**config.mk**
```make
export PLATFORM = sky130hd
export DESIGN_NAME = tccs_cursor
export DESIGN_NICKNAME = d
export VERILOG_FILES = /design/src/hw/rtl/text_console_cursor_scroll_assert.svh /design/src/hw/rtl/tccs_pkg.sv /design/src/hw/rtl/tccs_cursor.sv
export SDC_FILE = /design/constraint.sdc
export NUM_CORES = 1
export LEC_CHECK = 0
export BUFFER_PORTS_ARGS = -buffer_cell sky130_fd_sc_hd__buf_2
export CAP_MARGIN = 20
export CORE_MARGIN = 2
export CORE_UTILIZATION = 58
export DETAILED_ROUTE_END_ITERATION = 16
export GPL_TIMING_DRIVEN = 0
export PLACE_DENSITY_LB_ADDON = 0.08
export SETUP_SLACK_MARGIN = 0.15
export SLEW_MARGIN = 25
export SYNTH_ARGS = -nofsm -noshare
export SYNTH_HDL_FRONTEND = slang
export SYNTH_SLANG_ARGS = --single-unit
```
**constraint.sdc**
```tcl
create_clock -name vclk -period 7.4
set_input_delay 1.11 -clock vclk [all_inputs]
set_output_delay 1.11 -clock vclk [all_outputs]
set_load 0.01 [all_outputs]
```
**src/hw/rtl/text_console_cursor_scroll_assert.svh**
```systemverilog
// ----------------------------------------------------------------------------
// text console assertion macros
// shared concurrent assertion forms, clocked on clk, quiet while arst_n is low
// ----------------------------------------------------------------------------
`ifndef TEXT_CONSOLE_CURSOR_SCROLL_ASSERT_SVH
`define TEXT_CONSOLE_CURSOR_SCROLL_ASSERT_SVH

// condition holds at every edge out of reset
`define TCCS_ASSERT_ALWAYS(lbl, cond) \
	lbl: assert property (@(posedge clk) disable iff (!arst_n) (cond)) \
		else $error("tccs: invariant violated");

// same-cycle implication
`define TCCS_ASSERT_IMPLY(lbl, ante, cons) \
	lbl: assert property (@(posedge clk) disable iff (!arst_n) (ante) |-> (cons)) \
		else $error("tccs: implication violated");

// next-cycle implication
`define TCCS_ASSERT_NEXT(lbl, ante, cons) \
	lbl: assert property (@(posedge clk) disable iff (!arst_n) (ante) |=> (cons)) \
		else $error("tccs: sequence violated");

`endif

```
**src/hw/rtl/tccs_pkg.sv**
```systemverilog
// ----------------------------------------------------------------------------
// tccs_pkg
// types, geometry constants and character codes of the text console
// ----------------------------------------------------------------------------
package tccs_pkg;

	localparam int unsigned COLUMNS   = 80;
	localparam int unsigned ROWS      = 25;
	localparam int unsigned TAB_WIDTH = 8;   // power of two
	localparam int unsigned CELLS     = ROWS * COLUMNS;

	localparam int unsigned ROW_W  = $clog2(ROWS);
	localparam int unsigned COL_W  = $clog2(COLUMNS);
	localparam int unsigned ADDR_W = $clog2(CELLS);

	typedef logic [ROW_W-1:0]  row_t;
	typedef logic [ROW_W:0]    rowx_t;
	typedef logic [COL_W-1:0]  col_t;
	typedef logic [COL_W:0]    colx_t;
	typedef logic [ADDR_W-1:0] addr_t;
	typedef logic [4:0]        frow_t;
	typedef logic [6:0]        fcol_t;

	localparam logic [7:0] CH_NEWLINE  = 8'd10;
	localparam logic [7:0] CH_TAB      = 8'd9;
	localparam logic [7:0] CH_SPACE    = 8'd32;
	localparam logic [7:0] RESET_COLOR = 8'd15;

	localparam logic KIND_PUT  = 1'b0;
	localparam logic KIND_READ = 1'b1;

	typedef struct packed {
		logic       kind;
		logic [7:0] char_code;
		frow_t      read_row;
		fcol_t      read_col;
	} req_word_t;

	typedef struct packed {
		logic [15:0] cell_value;
		frow_t       cursor_row;
		fcol_t       cursor_col;
		logic        scrolled;
	} rsp_word_t;

	typedef struct packed {
		row_t row;
		col_t col;
		logic scroll;
		logic write;
	} cursor_step_t;

	typedef enum logic [1:0] {
		ST_CLEAR,
		ST_IDLE,
		ST_BLANK,
		ST_DONE
	} state_t;

endpackage

```
**src/hw/rtl/tccs_cursor.sv**
```systemverilog
// ----------------------------------------------------------------------------
// tccs_cursor
// next cursor position for one put: newline, tab stop, glyph advance, wrap
// ----------------------------------------------------------------------------
module tccs_cursor (
	input  logic [7:0]             char_code,
	input  tccs_pkg::row_t         row,
	input  tccs_pkg::col_t         col,
	output tccs_pkg::cursor_step_t step
);

	tccs_pkg::colx_t c1;
	tccs_pkg::rowx_t r1;

	always_comb begin
		step.write = 1'b0;
		if (char_code == tccs_pkg::CH_NEWLINE) begin
			c1 = '0;
			r1 = tccs_pkg::rowx_t'(row) + tccs_pkg::rowx_t'(1);
		end else if (char_code == tccs_pkg::CH_TAB) begin
			c1 = (tccs_pkg::colx_t'(col) | tccs_pkg::colx_t'(tccs_pkg::TAB_WIDTH - 1))
				+ tccs_pkg::colx_t'(1);
			r1 = tccs_pkg::rowx_t'(row);
		end else begin
			c1 = tccs_pkg::colx_t'(col) + tccs_pkg::colx_t'(1);
			r1 = tccs_pkg::rowx_t'(row);
			step.write = 1'b1;
		end
		// wrap past the right edge
		if (32'(c1) >= tccs_pkg::COLUMNS) begin
			c1 = '0;
			r1 = r1 + tccs_pkg::rowx_t'(1);
		end
		// scroll past the bottom
		if (32'(r1) >= tccs_pkg::ROWS) begin
			step.scroll = 1'b1;
			step.row    = tccs_pkg::row_t'(tccs_pkg::ROWS - 1);
		end else begin
			step.scroll = 1'b0;
			step.row    = tccs_pkg::row_t'(r1);
		end
		step.col = tccs_pkg::col_t'(c1);
	end

endmodule

```
==> results.md <==
Outcome:
- The run finished with clean final reports.

Global route:
- The overall overflow remaining after global route is 0.
- The maximum number of pins on one net before global-route repair is 11.
- The number of global-route vias before repair is 1048.
- The global-route wire length before repair is 4450 µm.
- The initial antenna violation count was 0.
- Across every metal layer, demand over resource in global routing totals 28.7%.

Placed design:
- The number of placed instances, taps included, is around 180.
- The final weighted congestion in routability-driven placement is 0.856.
- The pre-CTS setup slack is 1.51 ns.
- The count of buffers added on input and output ports is 31.
- The placed instances occupy a cell area of 1120 µm².
- The HPWL after detailed placement is about 2200 µm.

STA:
- For the pin with the worst max-slew slack, the measured transition is 0.682 ns.
- The part of the cycle the worst path needs is 80.3%.
- The upper clock frequency limit is 168 MHz.
- The setup violation total in the final timing report is 0.
- The worst-case hold slack is roughly 2.5 ns.
- The final critical path time including I/O delays and setup is 5.94 ns.
- Setup repair after global routing left no endpoint under its margin.
- The worst setup margin is 1.46 ns.
- The total negative slack for setup checks is 0 ns.
- The total count of hold-check failures in the final report is 0.
- The number of max-slew violations in the final report was 0.
- The remaining max-slew budget at the tightest pin is a little over half.

Finish:
- The most common cell after layout, fill and taps aside is buf_2.
- Registers take 0 µm².
- The net count reported at finish is 189.
- The layout overhead on the synthesized area is 18.5%.
- The top cell types in the final layout, fill and taps aside, are buf_2, nand3_1, a21oi_1.
- The total number of sequential cells is 0.
- The finished layout holds 179 standard cells, fillers aside.
- Of the cells placed in the final design, the portion with a size suffix greater than 1 is 31.3%.
- The final cell area excluding filler cells is 1120 µm².
- The number of inserted diodes is 0.
- Fill cells in the final layout number roughly 140.
- The share of the core filled with cells in the final layout is 73.7%.
- The number of clock buffer instances in the layout is 0.

Setup path:
- The worst setup path is launched from an input port.
- The critical path's top delay family is compound AO/OA/AOI/OAI gates.
- Walking the worst path, the cells encountered are buf_2 -> or4b_4 -> nor3_2 -> mux2_2 -> ha_1 -> xor2_1 -> o2bb2a_1 -> a311oi_1 -> nor3_1 -> o21ai_0 -> a31oi_4 -> a211oi_1 -> buf_2.
- The worst setup path is captured at an output pin.
- The critical path class is in -> out.
- On the critical path, the stage with the largest delay is an instance of or4b_4.
- The critical path starts at char_code[2].
- The critical path ends at step[10].
- For this run, the slowest stage of the critical path takes 0.56 ns.
- The most frequent cell on the critical path is buf_2.
- The worst path arrival time is 4.83 ns.
- In this run the number of cells on the critical path is 13.
- Data on the critical path is required at its endpoint by 6.29 ns.
- The largest fanout on the critical path is 6.
- The count of buffer and inverter cells on the critical path is 2.

Synth:
- The sequential-to-total area share from yosys stat is 0%.
- The number of nets in the synthesized netlist is between 150 and 200.
- The Yosys step of the flow raised 0 warnings.
- The number of instances in the synthesized netlist is 132.
- The average cell area after synthesis is between 7 and 8 µm².
- The synthesized netlist contains 53 unique library cells.
- The post-synthesis instance area is 948 µm².

Pwr:
- The switching share of power is between 50% and 60%.
- The relative contribution of sequential cells to total power is 0%.
- Combinational logic burns 100.0% of the power.
- The internal power of the cells totals 0.0277 mW.
- In this run the static leakage power is 0.468 nW.
- Total power for the finished layout comes to 0.0668 mW.
- Across the VDD grid, the largest voltage drop is between 0.03 and 0.04 mV.
- The share of total power dissipated in the clock network is 0%.
- The net switching power is 0.0391 mW.
- The power density of the placed cells is 59.4 nW/µm².

CTS:
- In this run, post-CTS hold repair placed 0 buffers.
- The number of post-CTS setup repair buffers is 0.
- The number of gates resized after CTS was 0.

Die:
- The height of the chip is 44.4 µm.
- The initial utilization of the core area, before any placement, comes to 62.2%.
- The count of boundary I/O pins is 34.
- The standard-cell row count is 14.
- The core region is 1520 µm².
- The chip width is 44.4 µm.
- The overall die area is 1970 µm².

Detailed routing:
- The final wirelength is 2750 µm.
- The antenna violation net count after detailed routing is 0.
- Before antenna repair, the detailed router went through 4 iterations.
- The violation count after the first detailed-route iteration is between 40 and 50.
- The detailed-route DRC error count is 0.
- Using the TritonRoute via totals, the vias-per-cell ratio works out to between 6 and 7.
- Dividing the detail-routed wire length by the instance count gives between 15 and 20 µm.
- The detailed-route via count is approximately 1200.

Flow run:
- Across the run, the number of max-cap violations was 0.

Min path:
- The min-delay analysis places its worst path in the category in -> out.
[power groups by stage]
stage	combinational (mW)	sequential [mW]	clock, mW
after global placement	0.0629	0	0
after detailed placement	0.0655	0	0
after global routing	0.0730	0	0
after floorplan	0.0431	0	0
final	0.0668	0	0
after CTS	0.0659	0	0
[worst min path at each step]
| stage | start | end | slack [ns] | cells after the start |
|---|---|---|---|---|
| after floorplan | col[0] | step[2] | 2.27 | 1 |
| after global placement | col[0] | step[2] | 2.48 | 3 |
| after detailed placement | col[0] | step[2] | 2.50 | 3 |
| after CTS | col[0] | step[2] | 2.50 | 3 |
| after global routing | col[0] | step[2] | 2.53 | 3 |
| final | col[0] | step[2] | 2.51 | 3 |
[kinds of logic (layout without fill, tap and decap cells)]
family          after synthesis  count (layout)  synth area share, %
simple gates                 59              59                 39.8
compound gates               44              44                 35.1
xor+xnor                     11              11                 10.2
buf+inv                       9              40                 4.22
mux                           5               5                 5.41
fa+ha+maj                     4               4                 5.28
[cell usage after synthesis, types with 2 or more instances]
master,count,area share (%)
mux2i_1,4,4.2
nand3_1,9,4.7
and3_1,4,2.6
xor2_1,6,5.5
inv_1,2,0.79
buf_2,2,1.1
clkbuf_1,4,1.6
a21oi_1,9,4.7
nand4_1,2,1.3
ha_1,4,5.3
nor3b_1,2,1.6
a211o_1,2,1.8
xnor2_1,5,4.6
o211ai_1,2,1.6
a21o_1,3,2.4
nor3_1,7,3.7
nor4b_2,2,3.2
o21ai_0,7,3.7
nand2_1,7,2.8
o31a_1,2,1.8
nor2_1,8,3.2
nor4_1,2,1.3
a311oi_1,2,1.8
a211oi_1,3,2.4
or2_2,2,1.3
o21a_1,2,1.6
nand3b_1,2,1.6
[metal layers]
layer  GRT usage (%)  vias up  part of all wire (%)
met4            3.03        0                  0.84
met5               0        -                     0
li1                -      584                     -
met3           0.408        2                   5.0
met1            37.4      566                    43
met2            54.1       46                    51
[layout make-up]
cell class / count / area [µm²] / area share (%)
multi-input cells: 123 / 908 / 80.8
repair buffers: 31 / 155 / 13.8
plain buffers: 7 / 32.5 / 2.90
well taps: 16 / 20.0 / 1.78
inverters: 2 / 7.51 / 0.668
No activity file was read; power rests on OpenSTA's default activity.
